File: src/rtl/stth_pkg.sv
package stth_pkg;

   localparam int FIFO_DEPTH  = 1024;   // power of two
   localparam int ADDR_W      = $clog2(FIFO_DEPTH);
   localparam int CNT_W       = ADDR_W + 1;
   localparam int MAX_CHUNK   = 22;
   localparam int LEN_W       = 5;
   localparam int QUEUE_DEPTH = 2;     // power of two
   localparam int QPTR_W      = $clog2(QUEUE_DEPTH);
   localparam int QCNT_W      = $clog2(QUEUE_DEPTH + 1);

   localparam logic [LEN_W-1:0] CHUNK_LIMIT_RESET = LEN_W'(MAX_CHUNK);

   localparam logic CMD_PUSH  = 1'b0;
   localparam logic CMD_CYCLE = 1'b1;

   localparam logic [1:0] KIND_PUSH_ACK = 2'd0;
   localparam logic [1:0] KIND_CONTROL  = 2'd1;
   localparam logic [1:0] KIND_DATA     = 2'd2;

   typedef struct packed {
      logic             command;
      logic [7:0]       tx_byte;
      logic             push_last;
      logic             status_transmit_accepted;
      logic             status_receive_request;
      logic             status_init_accepted;
      logic [LEN_W-1:0] status_input_length;
   } req_type;

   typedef struct packed {
      logic [1:0]       result_kind;
      logic             push_accepted;
      logic             init_req;
      logic             transmit_toggle;
      logic             receive_ack_toggle;
      logic [LEN_W-1:0] tx_len;
      logic             receive_event;
      logic [LEN_W-1:0] received_length;
      logic [7:0]       data_byte;
      logic [LEN_W-1:0] data_index;
      logic             last;
   } rsp_type;

   typedef enum logic {
      OP_PUSH,
      OP_CYCLE
   } op_type;

   // Classified item as it waits between front and back
   typedef struct packed {
      op_type           op;
      logic [7:0]       tx_byte;
      logic             push_last;
      logic             tx_ack_bit;
      logic             rx_req_bit;
      logic             init_ack_bit;
      logic [LEN_W-1:0] rx_avail_len;
   } item_type;

endpackage

File: src/rtl/stth_front.sv
module stth_front (
   input  logic              clock,
   input  logic              reset,
   input  logic              req_valid,
   output logic              req_stall,
   input  stth_pkg::req_type req_data,
   output logic              q_valid,
   output stth_pkg::item_type q_item,
   input  logic              q_pop
);
   import stth_pkg::*;

   item_type            slot_ff [QUEUE_DEPTH];
   logic [QPTR_W-1:0]   wr_ptr_ff, wr_ptr_in;
   logic [QPTR_W-1:0]   rd_ptr_ff, rd_ptr_in;
   logic [QCNT_W-1:0]   count_ff, count_in;
   logic                accept;
   item_type            classified;

   assign req_stall = (count_ff == QCNT_W'(QUEUE_DEPTH));
   assign accept    = req_valid && !req_stall;
   assign q_valid   = (count_ff != '0);
   assign q_item    = slot_ff[rd_ptr_ff];

   always_comb begin
      classified.op           = (req_data.command == CMD_PUSH) ? OP_PUSH : OP_CYCLE;
      classified.tx_byte      = req_data.tx_byte;
      classified.push_last    = req_data.push_last;
      classified.tx_ack_bit   = req_data.status_transmit_accepted;
      classified.rx_req_bit   = req_data.status_receive_request;
      classified.init_ack_bit = req_data.status_init_accepted;
      classified.rx_avail_len = req_data.status_input_length;
   end

   always_comb begin
      wr_ptr_in = accept ? wr_ptr_ff + 1'b1 : wr_ptr_ff;
      rd_ptr_in = q_pop ? rd_ptr_ff + 1'b1 : rd_ptr_ff;
      count_in  = count_ff;
      if (accept && !q_pop) begin
         count_in = count_ff + 1'b1;
      end else if (!accept && q_pop) begin
         count_in = count_ff - 1'b1;
      end
   end

   always_ff @(posedge clock) begin
      if (accept) begin
         slot_ff[wr_ptr_ff] <= classified;
      end
   end

   always_ff @(posedge clock) begin
      if (reset) begin
         wr_ptr_ff <= '0;
         rd_ptr_ff <= '0;
         count_ff  <= '0;
      end else begin
         wr_ptr_ff <= wr_ptr_in;
         rd_ptr_ff <= rd_ptr_in;
         count_ff  <= count_in;
      end
   end

endmodule

File: config.mk
export PLATFORM = sky130hd
export DESIGN_NAME = stth_front
export DESIGN_NICKNAME = d
export VERILOG_FILES = /design/src/rtl/stth_pkg.sv /design/src/rtl/stth_front.sv
export SDC_FILE = /design/constraint.sdc
export NUM_CORES = 1
export LEC_CHECK = 0
export ABC_AREA = 1
export BUFFER_PORTS_ARGS = -buffer_cell sky130_fd_sc_hd__buf_2
export CAP_MARGIN = 40
export CORE_ASPECT_RATIO = 1.4
export CORE_UTILIZATION = 46
export DETAILED_ROUTE_END_ITERATION = 10
export GPL_ROUTABILITY_DRIVEN = 0
export PLACE_DENSITY = 0.74
export SLEW_MARGIN = 20
export SYNTH_ARGS = -nofsm -noshare
export SYNTH_HDL_FRONTEND = slang
export SYNTH_SLANG_ARGS = --single-unit
File: constraint.sdc
create_clock -name clock -period 1.73 [get_ports clock]
set_input_delay 0 -clock clock [delete_from_list [all_inputs] [get_ports clock]]
set_output_delay 0 -clock clock [all_outputs]
set_load 0.02 [all_outputs]
Word level (Yosys, flattened, before mapping)
Memories as Yosys holds them, arrays and structs flattened. A register that Yosys moved wholly into a read port is not among the register bits.
Cells that the tools add are included.
{ "totals": {"register_bits": 4, "inputBits": 22, "output_inout_bits": 20, "memories": 1, "ramBits": 36, "elab_cells": 24} }
{ "mem_list": {"columns": ["name", "depth", "width", "rd", "rd_clocked_by_memory_dff", "write_ports", "line", "rtl"], "rows": [
  ["slot_ff", 2, 18, 1, 1, 1, "stth_front.sv:13", "item_type slot_ff [QUEUE_DEPTH];"]
]} }
{ "classes": {"eq_ne": 1, "add_sub_neg": 4, "reduce_logical": 8, "muxes": 7} }
{ "op_table": {"columns": ["operator", "count"], "rows": [
  ["1-bit two-way mux", 5],
  ["2-bit two-way mux", 2],
  ["2-bit nonzero test", 2],
  ["1-bit logical AND", 3],
  ["1-bit logical NOT", 3],
  ["1-bit adder, second input constant", 2],
  ["2-bit by 1-bit adder with 2-bit output, second input constant", 1],
  ["2-bit == test, second input constant", 1],
  ["2-bit by 1-bit subtractor with 2-bit output, second input constant", 1]
]} }

Longest topological paths before layout
Gate-level depths: netlist of run 1.
{ "depth": {"ltp_word": 7, "depth_mapped": 10, "depth_no_buf": 10} }

Worst setup path before layout of run 1
Ideal clock, no wire load.
{ "synth_path": {"path_kind": "flip-flop to flip-flop", "startpoint": "reg count_ff[1]", "endpoint": "mem slot_ff[1][0] (netlist bit), enable pin", "t_required_ns": 1.337, "period_less_slack_ns": 1.645, "arrival_time_ns": 1.252, "setup_time_ns": 0.393, "n_path_buf": 0, "slack_ns": 0.085, "stages_incl_launch_ff": 4, "cell_sequence": "dfxtp_1 inv_1 o21ai_2 nor2_1"} }
{ "synth_between": {"elab_chain_cells": 5} }
{ "synth_lines": {"columns": ["item", "line", "rtl"], "rows": [
  ["start: declaration", "stth_front.sv:16", "logic [QCNT_W-1:0] count_ff, count_in;"],
  ["start signal: assignment", "stth_front.sv:60", "count_ff <= count_in;"],
  ["2-bit == test", "stth_front.sv:20", "assign req_stall = (count_ff == QCNT_W'(QUEUE_DEPTH));"],
  ["1-bit logical NOT", "stth_front.sv:21", "assign accept = req_valid && !req_stall;"],
  ["1-bit logical AND", "stth_front.sv:21", null],
  ["1-bit two-way mux", "stth_front.sv:47", "if (accept) begin"],
  ["1-bit two-way mux (implied by the code)", "stth_front.sv:48", "slot_ff[wr_ptr_ff] <= classified;"],
  ["end: declaration", "stth_front.sv:13", null]
]} }
Every way passes these cells.

Worst setup path after layout of run 1
{ "layout_path": {"startpoint": "reg count_ff[1]", "endpoint": "reg count_ff[1]"} }
{ "layout_between": {"elab_chain_cells": 6, "word_cells_on_any_way": 11, "classes_between": "2 x add/sub; 1 x eq/ne; 2 x mux; 6 x reduce/logical"} }
{ "layout_lines": {"columns": ["item", "line", "rtl"], "rows": [
  ["2-bit == test", "stth_front.sv:20", null],
  ["1-bit logical NOT", "stth_front.sv:21", null],
  ["1-bit logical AND", "stth_front.sv:21", null],
  ["1-bit logical NOT", "stth_front.sv:41", "end else if (!accept && q_pop) begin"],
  ["1-bit logical AND", "stth_front.sv:41", null],
  ["2-bit nonzero test (no line)", null, null]
]} }
Parallel ways exist; a longest one is shown, timed or not. The select of a mux whose other input is x is not followed.
A chain may end at the register's enable or synchronous reset.

==> impl_metrics.tcl, run 1 <==
set metrics [dict create \
    area_growth_syn_to_layout_pct 35.46 \
    drt_iter0_drc 21 \
    cts.sinks 41 \
    clkTransAtPathRegs_ns 0.07 \
    post-dp-hpwl_um 1796 \
    layout_commonest_cell "buf_2" \
    vdd_ir_drop_max_mv 0.8014 \
    yosysTopAreaCell "edfxtp_1" \
    grt_start_max_net_pins 13 \
    cp_max_fo 4 \
    die-area_um2 3702 \
    cts-root-buf "clkbuf_8" \
    fill_cells 234 \
    portBuffers 41 \
    cts_buffers 5 \
    ant_nets 0 \
    viasPerCell 4.767 \
    wirelength_um 2496 \
    finalCriticalPeriod_ns 1.483 \
    powerDensity_nw_per_um2 1058 \
    layout.nets 185 \
    routedWlPerCell_um 12.36 \
    fmax_mhz 674.1 \
    synthDistinctLibCells 16 \
    cts_tree "done" \
    drive_gt1_frac 0.4663 \
    clock_skew_ns 0.006649 \
    start_util 0.4953 \
    die_w_um 51.71 \
    firstDrtPassIters 4 \
    slew_headroom 0.8543 \
    final.setup.tns_ns 0 \
    status "finished clean" \
    grt-ovfl-total 0 \
    final_max_slew_viol_count 0 \
    clockBufferDepth 2 \
    whs_ns 0.01070 \
    crit_type "reg2reg" \
    grt_pass1_vias 971 \
    synth_cells 91 \
    cts-htree-levels 2 \
    setup_violations 0 \
    hp-start "q_pop" \
    drc 0 \
    netlist_area_um2 1592 \
    core-area_um2 3213 \
    crit-reg2reg-launch "count_ff[1]$_SDFFE_PP0P_" \
    grt_usage 0.1578 \
    synth.yosys.seq_area_share 0.7421 \
    synth_nets 114 \
    n_antenna_cell 0 \
    endpoint_kind "flip-flop" \
    maxCapViolCount 0 \
    synth_area_leaders "edfxtp_1, mux2_4, dfxtp_1, mux2_2, inv_1" \
    vias 963 \
    worst_slew_pin_slew_ns 0.2186 \
    post_cts_resized 0 \
    final_cell_mix "buf_2, edfxtp_1, dlygate4sd3_1, mux2_4, inv_1" \
    leakagePower_nw 0.8986 \
    yosys_warnings 0 \
    die_h_um 71.60 \
    hold_viol 0 \
    critPathLaunchType "flip-flop" \
    hold_class "in2reg" \
    grt_pass1_wl_um 4057 \
    io_pins 42 \
    rsz0062_at_grt "false" \
    worst_skew_pair.late_latency_ns 0.29 \
    synth_top_area_frac 0.6792 \
    crit_required_ns 1.96 \
    crit_arrival_ns 1.71 \
    synth-seq-cells 41 \
    syn_avg_cell_area_um2 17.49 \
    rows 24 \
    fin_crit_sh 0.8574 \
    critPathLaunch "count_ff[1]$_SDFFE_PP0P_" \
    antenna_found_initial 0 \
]
[repair_timing]
| action | in CTS | in global routing |
|---|---|---|
| buffers inserted | 0 | 0 |
| hold buffers | 19 | 0 |
| hold endpoints to repair | 39 | 0 |
[layer usage]
metal / routed length [µm] / share of wire / vias up / GRT usage
met1: 868 / 0.35 / 461 / 0.1458
li1: - / - / 470 / -
met5: 0 / 0 / - / 0
met3: 120 / 0.048 / 4 / 0.05308
met4: 39 / 0.016 / 0 / 0.06306
met2: 1467 / 0.59 / 28 / 0.3016
[cell usage after synthesis]
| library cell | number |
|---|---|
| buf_12 | 1 |
| a21oi_1 | 1 |
| nor2_1 | 8 |
| mux2_4 | 10 |
| mux2_2 | 8 |
| nand3_1 | 1 |
| o21ai_2 | 1 |
| ha_1 | 1 |
| xnor2_1 | 1 |
| nand2_1 | 5 |
| nand4_1 | 1 |
| o21ai_0 | 2 |
| dfxtp_1 | 5 |
| buf_6 | 1 |
| inv_1 | 9 |
| edfxtp_1 | 36 |
[cells by family after synthesis]
| kind of cell | count (synthesis) | synth area share |
|---|---|---|
| flops | 41 | 0.7421 |
| mux | 18 | 0.1509 |
| simple gates | 15 | 0.03774 |
| buf+inv | 11 | 0.04088 |
| compound gates | 4 | 0.01494 |
| xor+xnor | 1 | 0.005504 |
| fa+ha+maj | 1 | 0.007860 |
[state kept, by name, indices dropped and copies added, names as in the netlist, named ones only]
signal / cells
rd_ptr_ff: 1
wr_ptr_ff: 1
count_ff: 2
slot_ff: 36
[report_power, final]
part / switching (mW) / internal, mW
Combinational: 0.235 / 0.201
Sequential: 0.0267 / 1.17
Clock: 0.287 / 0.360
[path summary, 6_finish.rpt]
path / to / slack, ns / cells past startpoint
worst max-delay path: count_ff[1]$_SDFFE_PP0P_ / 0.25 / 9
worst min register to register: rd_ptr_ff$_SDFFE_PP0P_ / 0.53 / 2
worst min-delay path: rd_ptr_ff$_SDFFE_PP0P_ / 0.01 / 3
worst max register to register: count_ff[1]$_SDFFE_PP0P_ / 0.25 / 9
[through the flow]
stage / setup slack (ns) / area (µm²) / total power, mW / cells / utilization
6_report: 0.2466 / 2156 / 2.281 / 202 / 0.6710
5_1_grt: 0.1433 / 2156 / 2.391 / 202 / 0.6710
4_1_cts: 0.2407 / 2156 / 2.312 / 202 / 0.6710
3_5_place_dp: 0.2556 / 1864 / 1.628 / 175 / 0.5802
3_3_place_gp: 0.4184 / 1864 / 1.608 / 175 / 0.5802
2_1_floorplan: 0.08524 / 1592 / 1.494 / 91 / -
[critical path: stages, from the launching register on]
cell and delay (ns):
dfxtp_1 0.35, inv_1 0.09, o21ai_2 0.21, inv_1 0.09
ha_1 0.31, inv_1 0.09, nand3_1 0.09, nand2_1 0.06
inv_1 0.04, nor2_1 0.09
[cell type report]
type	count	area, µm²	area share
inverters	9	33.78	0.01567
repair buffers	66	440.4	0.2043
clock buffers	7	96.34	0.04469
clock inverters	1	5.005	0.002322
well taps	39	48.80	0.02263
flip-flops and latches	41	1181	0.5479
multi-input cells	39	350.3	0.1625
No activity file was read; power rests on OpenSTA's default activity.
==> inputs of run 2 (changes only) <==
--- a/config.mk
+++ b/config.mk
@@ -5,14 +5,13 @@
 export SDC_FILE = /design/constraint.sdc
 export NUM_CORES = 1
 export LEC_CHECK = 0
-export ABC_AREA = 1
 export BUFFER_PORTS_ARGS = -buffer_cell sky130_fd_sc_hd__buf_2
 export CAP_MARGIN = 40
 export CORE_ASPECT_RATIO = 1.4
-export CORE_UTILIZATION = 46
+export CORE_UTILIZATION = 45
 export DETAILED_ROUTE_END_ITERATION = 10
 export GPL_ROUTABILITY_DRIVEN = 0
-export PLACE_DENSITY = 0.74
+export PLACE_DENSITY = 0.73
 export SLEW_MARGIN = 20
 export SYNTH_ARGS = -nofsm -noshare
 export SYNTH_HDL_FRONTEND = slang
==> impl_metrics.tcl, run 2 <==
set metrics [dict create \
    vdd_ir_drop_max_mv 0.8751 \
    fmax_mhz 660.6 \
    synthDistinctLibCells 16 \
    synth_area_leaders "edfxtp_1, mux2_2, dfxtp_1, xor2_1, nor2_1" \
    syn_avg_cell_area_um2 18.71 \
    hp-start "req_valid" \
    drive_gt1_frac 0.4570 \
    finalCriticalPeriod_ns 1.514 \
    worst_skew_pair.late_latency_ns 0.29 \
    clkTransAtPathRegs_ns 0.07 \
    crit_arrival_ns 1.74 \
    pre_cts_ws_ns 0.2406 \
    top_regs "slot_ff x36, count_ff x2" \
    viasPerCell 4.589 \
    leakagePower_nw 0.8162 \
    cts_setup_buffers 0 \
    final.setup.tns_ns 0 \
    swShare 0.2555 \
    cts_buffers 5 \
    slew_headroom 0.8385 \
    instances_no_fill 190 \
    cts-htree-levels 2 \
    synth-seq-cells 41 \
    setup_violations 0 \
    crit_family "simple AND/OR/NAND/NOR gates" \
    synthArstFlopShare 0 \
    io_pins 42 \
    final_cell_mix "buf_2, edfxtp_1, dlygate4sd3_1, mux2_2" \
    grt_usage 0.1617 \
    rsz0062_at_grt "false" \
    cp_slowest_cell "dfxtp_1" \
    worst_slew_pin_slew_ns 0.2423 \
    clockBufferDepth 2 \
    ant_nets 0 \
    seqPwrFrac 0.541 \
    layout.nets 173 \
    critPathLaunchType "flip-flop" \
    cts_tree "done" \
    critPathLaunch "count_ff[1]$_SDFFE_PP0P_" \
    grt_pass1_vias 921 \
    die_h_um 70.66 \
    place_inst 162 \
    regMostFlops "slot_ff" \
    setup_slack_ns 0.2163 \
    crit_chain "nor2b_2 -> nor2_1 -> ha_1 -> or3_1 -> a21oi_1" \
    post-dp-hpwl_um 1669 \
    portBuffers 41 \
    worst-path-buf-inv 0 \
    post_cts_resized 0 \
    drc 0 \
    synth_top_area_frac 0.7135 \
    area_growth_syn_to_layout_pct 36.75 \
    clock_skew_ns 0.006123 \
    grt_pass1_wl_um 4153 \
    routedWlPerCell_um 13.52 \
    netlist_area_um2 1515 \
    max_stage_delay_ns 0.36 \
    synth_common_cells "edfxtp_1, mux2_2, dfxtp_1" \
    hold_class "in2reg" \
    wirelength_um 2568 \
    maxCapViolCount 0 \
    die_w_um 51.04 \
    layout_commonest_cell "buf_2" \
    largest_register_ffs 36 \
    crit_type "reg2reg" \
    synth_cells 81 \
    cp_max_fo 4 \
    firstDrtPassIters 4 \
    n_antenna_cell 0 \
    p_comb_frac 0.205 \
    grt_start_max_net_pins 19 \
    ys.flop_type "edfxtp_1" \
    die-area_um2 3606 \
    final_max_slew_viol_count 0 \
    status "finished clean" \
    yosys_warnings 0 \
    clkPwrFrac 0.254 \
    synth_edf_count 36 \
    drt_iter0_drc 10 \
    start_util 0.4806 \
    synth.yosys.seq_area_share 0.7795 \
    endpoint_kind "flip-flop" \
    core-area_um2 3153 \
    power.switching_mw 0.5811 \
    vias 872 \
    cts-root-buf "clkbuf_8" \
    crit_required_ns 1.95 \
    fin_crit_sh 0.8750 \
    whs_ns 0.1276 \
    yosysTopAreaCell "edfxtp_1" \
    grt-ovfl-total 0 \
    crit-reg2reg-launch "count_ff[1]$_SDFFE_PP0P_" \
    synth_most_common_cell "edfxtp_1" \
    antenna_found_initial 0 \
    hold_viol 0 \
    finalPower_mw 2.275 \
    cts_hold_buf 20 \
    cts.sinks 41 \
    synth_nets 104 \
    rows 24 \
    powerDensity_nw_per_um2 1098 \
    internal-power_mw 1.693 \
]
## run 2: cell families (layout without fill, tap and decap cells)
family                     after synthesis  in the layout  share of synthesized area
DFF                                     41             41                     0.7795
muxes                                   18             18                     0.1338
and+or+nand+nor                          9              9                    0.03221
buffers and inverters                    5             75                    0.01569
AOI/OAI and AO/OA                        4              4                    0.01321
xor gates and xnor gates                 3              3                    0.01734
adders and majority gates                1              1                   0.008256
## run 2: cell type report
class	instances	area [µm²]
Fill cell	232	1081
Tap cell	39	48.80
Sequential cell	41	1181
Multi-Input combinational cell	35	310.3
Clock buffer	8	80.08
Timing Repair Buffer	64	440.4
Inverter	3	11.26
## run 2: stage by stage
stage,instance area [µm²],utilization
2_1_floorplan,1515,-
3_3_place_gp,1792,0.5683
3_5_place_dp,1792,0.5683
4_1_cts,2072,0.6571
5_1_grt,2072,0.6571
6_report,2072,0.6571
## run 2: worst paths after layout
path                                            endpoint  slack [ns]  cells past startpoint
worst max-delay path            count_ff[1]$_SDFFE_PP0P_        0.22                      5
worst min-delay path              wr_ptr_ff$_SDFFE_PP0N_        0.13                      4
worst max register to register  count_ff[1]$_SDFFE_PP0P_        0.22                      5
worst min register to register  count_ff[1]$_SDFFE_PP0P_        0.50                      2
## run 2: metal layers
metal,wire length [µm],track usage
met5,0,0
met4,38,0.05556
met3,159,0.05806
met2,1328,0.2778
met1,1043,0.1821
## run 2: tightest hold or removal path, stage by stage
cell,delay [ns]
buf_2,0.09
inv_1,0.08
or3_1,0.13
a21oi_1,0.07
## run 2: power groups by stage
stage | Clock [mW] | Sequential, mW | Combinational [mW]
floorplan | 0 | 1.24 | 0.287
detailed placement | 0 | 1.25 | 0.435
global route | 0.646 | 1.24 | 0.504
finish | 0.577 | 1.23 | 0.467
CTS | 0.585 | 1.23 | 0.473
global placement | 0 | 1.24 | 0.424
==> inputs of run 3 (changes only) <==
--- a/config.mk
+++ b/config.mk
@@ -5,13 +5,15 @@
 export SDC_FILE = /design/constraint.sdc
 export NUM_CORES = 1
 export LEC_CHECK = 0
-export BUFFER_PORTS_ARGS = -buffer_cell sky130_fd_sc_hd__buf_2
 export CAP_MARGIN = 40
+export CELL_PAD_IN_SITES_DETAIL_PLACEMENT = 0
+export CELL_PAD_IN_SITES_GLOBAL_PLACEMENT = 1
 export CORE_ASPECT_RATIO = 1.4
 export CORE_UTILIZATION = 45
 export DETAILED_ROUTE_END_ITERATION = 10
+export DONT_BUFFER_PORTS = 1
 export GPL_ROUTABILITY_DRIVEN = 0
-export PLACE_DENSITY = 0.73
+export PLACE_DENSITY_LB_ADDON = 0.1
 export SLEW_MARGIN = 20
 export SYNTH_ARGS = -nofsm -noshare
 export SYNTH_HDL_FRONTEND = slang
==> impl_metrics.tcl, run 3 (synthesis results as in run 2) <==
set metrics [dict create \
    io_pins 42 \
    fill_cells 278 \
    cts_buffers 5 \
    finalCriticalPeriod_ns 1.460 \
    finish.utilization 0.6004 \
    grt_start_max_net_pins 16 \
    placed_area_um2 1597 \
    final.setup.tns_ns 0 \
    seqPwrFrac 0.555 \
    cts-htree-levels 2 \
    cp_slowest_cell "or3_1" \
    portBuffers 0 \
    endpoint_kind "flip-flop" \
    internal-power_mw 1.628 \
    drive_gt1_frac 0.2895 \
    crit_chain "nor2b_2 -> nor2_1 -> ha_1 -> or3_1 -> a21oi_1" \
    area_growth_syn_to_layout_pct 24.94 \
    status "finished clean" \
    grt-ovfl-total 0 \
    regMostFlops "slot_ff" \
    post-dp-hpwl_um 1494 \
    start_util 0.4806 \
    cts_tree "done" \
    routedWlPerCell_um 14.82 \
    ant_nets 0 \
    layout_commonest_cell "edfxtp_1" \
    leakagePower_nw 0.6751 \
    slew_headroom 0.8661 \
    firstDrtPassIters 3 \
    crit_type "reg2reg" \
    clkPwrFrac 0.268 \
    p_comb_frac 0.177 \
    maxCapViolCount 0 \
    hold_class "in2reg" \
    die-area_um2 3606 \
    top_regs "slot_ff x36, count_ff x2" \
    cts.sinks 41 \
    fin_crit_sh 0.8440 \
    swShare 0.2625 \
    die_h_um 70.66 \
    power.switching_mw 0.5796 \
    clockBufferDepth 2 \
    grt_pass1_wl_um 3705 \
    wirelength_um 2268 \
    cp_max_fo 4 \
    clkTransAtPathRegs_ns 0.07 \
    rsz0062_at_grt "false" \
    antenna_found_initial 0 \
    setup_violations 0 \
    core-area_um2 3153 \
    final_cell_mix "edfxtp_1, dlygate4sd3_1, mux2_2, buf_4" \
    cts-root-buf "clkbuf_8" \
    r2r_slack_ns 0.27 \
    grt_usage 0.1473 \
    drc 0 \
    worst_slew_pin_slew_ns 0.2009 \
    die_w_um 51.04 \
    worst_skew_pair.late_latency_ns 0.29 \
    rows 24 \
    critPathLaunchType "flip-flop" \
    largest_register_ffs 36 \
    crit_required_ns 1.96 \
    finalInstanceArea_um2 1893 \
    hold_viol 0 \
    powerDensity_nw_per_um2 1166 \
    crit_arrival_ns 1.69 \
    pre_cts_ws_ns 0.2935 \
    vdd_ir_drop_max_mv 0.6397 \
    cts_setup_buffers 0 \
    clock_skew_ns 0.003619 \
    n_antenna_cell 0 \
    drt_iter0_drc 17 \
    max_stage_delay_ns 0.36 \
    grt_pass1_vias 866 \
    fmax_mhz 684.9 \
    vias 767 \
    layout.nets 136 \
    final_max_slew_viol_count 0 \
    viasPerCell 5.013 \
    setup_slack_ns 0.2699 \
]
-- run 3: per-layer routing --
layer / wire length [µm] / part of all wire / track usage / up-vias
met5: 0 / 0 / 0 / -
met4: 57 / 0.025 / 0.08333 / 0
met3: 140 / 0.062 / 0.05591 / 7
met2: 1275 / 0.56 / 0.2690 / 27
met1: 794 / 0.35 / 0.1322 / 370
li1: - / - / - / 363
-- run 3: power by group through the flow --
| stage | Clock (mW) | Combinational (mW) | Sequential [mW] |
|---|---|---|---|
| floorplan | 0 | 0.287 | 1.24 |
| global placement | 0 | 0.350 | 1.24 |
| detailed placement | 0 | 0.351 | 1.25 |
| CTS | 0.617 | 0.398 | 1.23 |
| global route | 0.654 | 0.420 | 1.24 |
| finish | 0.592 | 0.390 | 1.23 |
-- run 3: critical path: cells and delay by family, from the launching register on --
family,cells,cell delay [ns]
adder cells (fa/ha/maj),1,0.31
AND/OR/NAND/NOR,3,0.60
AO/OA/AOI/OAI,1,0.14
flip-flops,1,0.35
-- run 3: repair_timing --
item,in CTS,in global routing
endpoints found under the hold margin,41,0
hold buffers,21,0
gates resized for setup,0,0
-- run 3: path summary, 6_finish.rpt --
kind / start / to / cells after the start
setup / recovery: count_ff[1]$_SDFFE_PP0P_ / count_ff[1]$_SDFFE_PP0P_ / 5
hold / removal: q_pop / count_ff[0]$_SDFFE_PP0P_ / 4
setup reg to reg: count_ff[1]$_SDFFE_PP0P_ / count_ff[1]$_SDFFE_PP0P_ / 5
hold reg to reg: count_ff[1]$_SDFFE_PP0P_ / count_ff[1]$_SDFFE_PP0P_ / 2
-- run 3: per-stage QoR --
stage	std cells	hold WS [ns]	power, mW
after global placement	124	0.07055	1.594
after CTS	153	0.09086	2.242
after detailed placement	124	0.07481	1.602
after floorplan	81	0.06907	1.526
after global routing	153	0.1484	2.312
final	153	0.09157	2.208
-- run 3: cell type report --
cell class                      count  area, µm²  area share
Sequential cell                    41       1181      0.6239
Multi-Input combinational cell     35      310.3      0.1639
Timing Repair Buffer               27      255.2      0.1348
Clock buffer                        5      68.82     0.03635
Tap cell                           39      48.80     0.02578
Clock inverter                      3      17.52    0.009253
Inverter                            3      11.26    0.005948
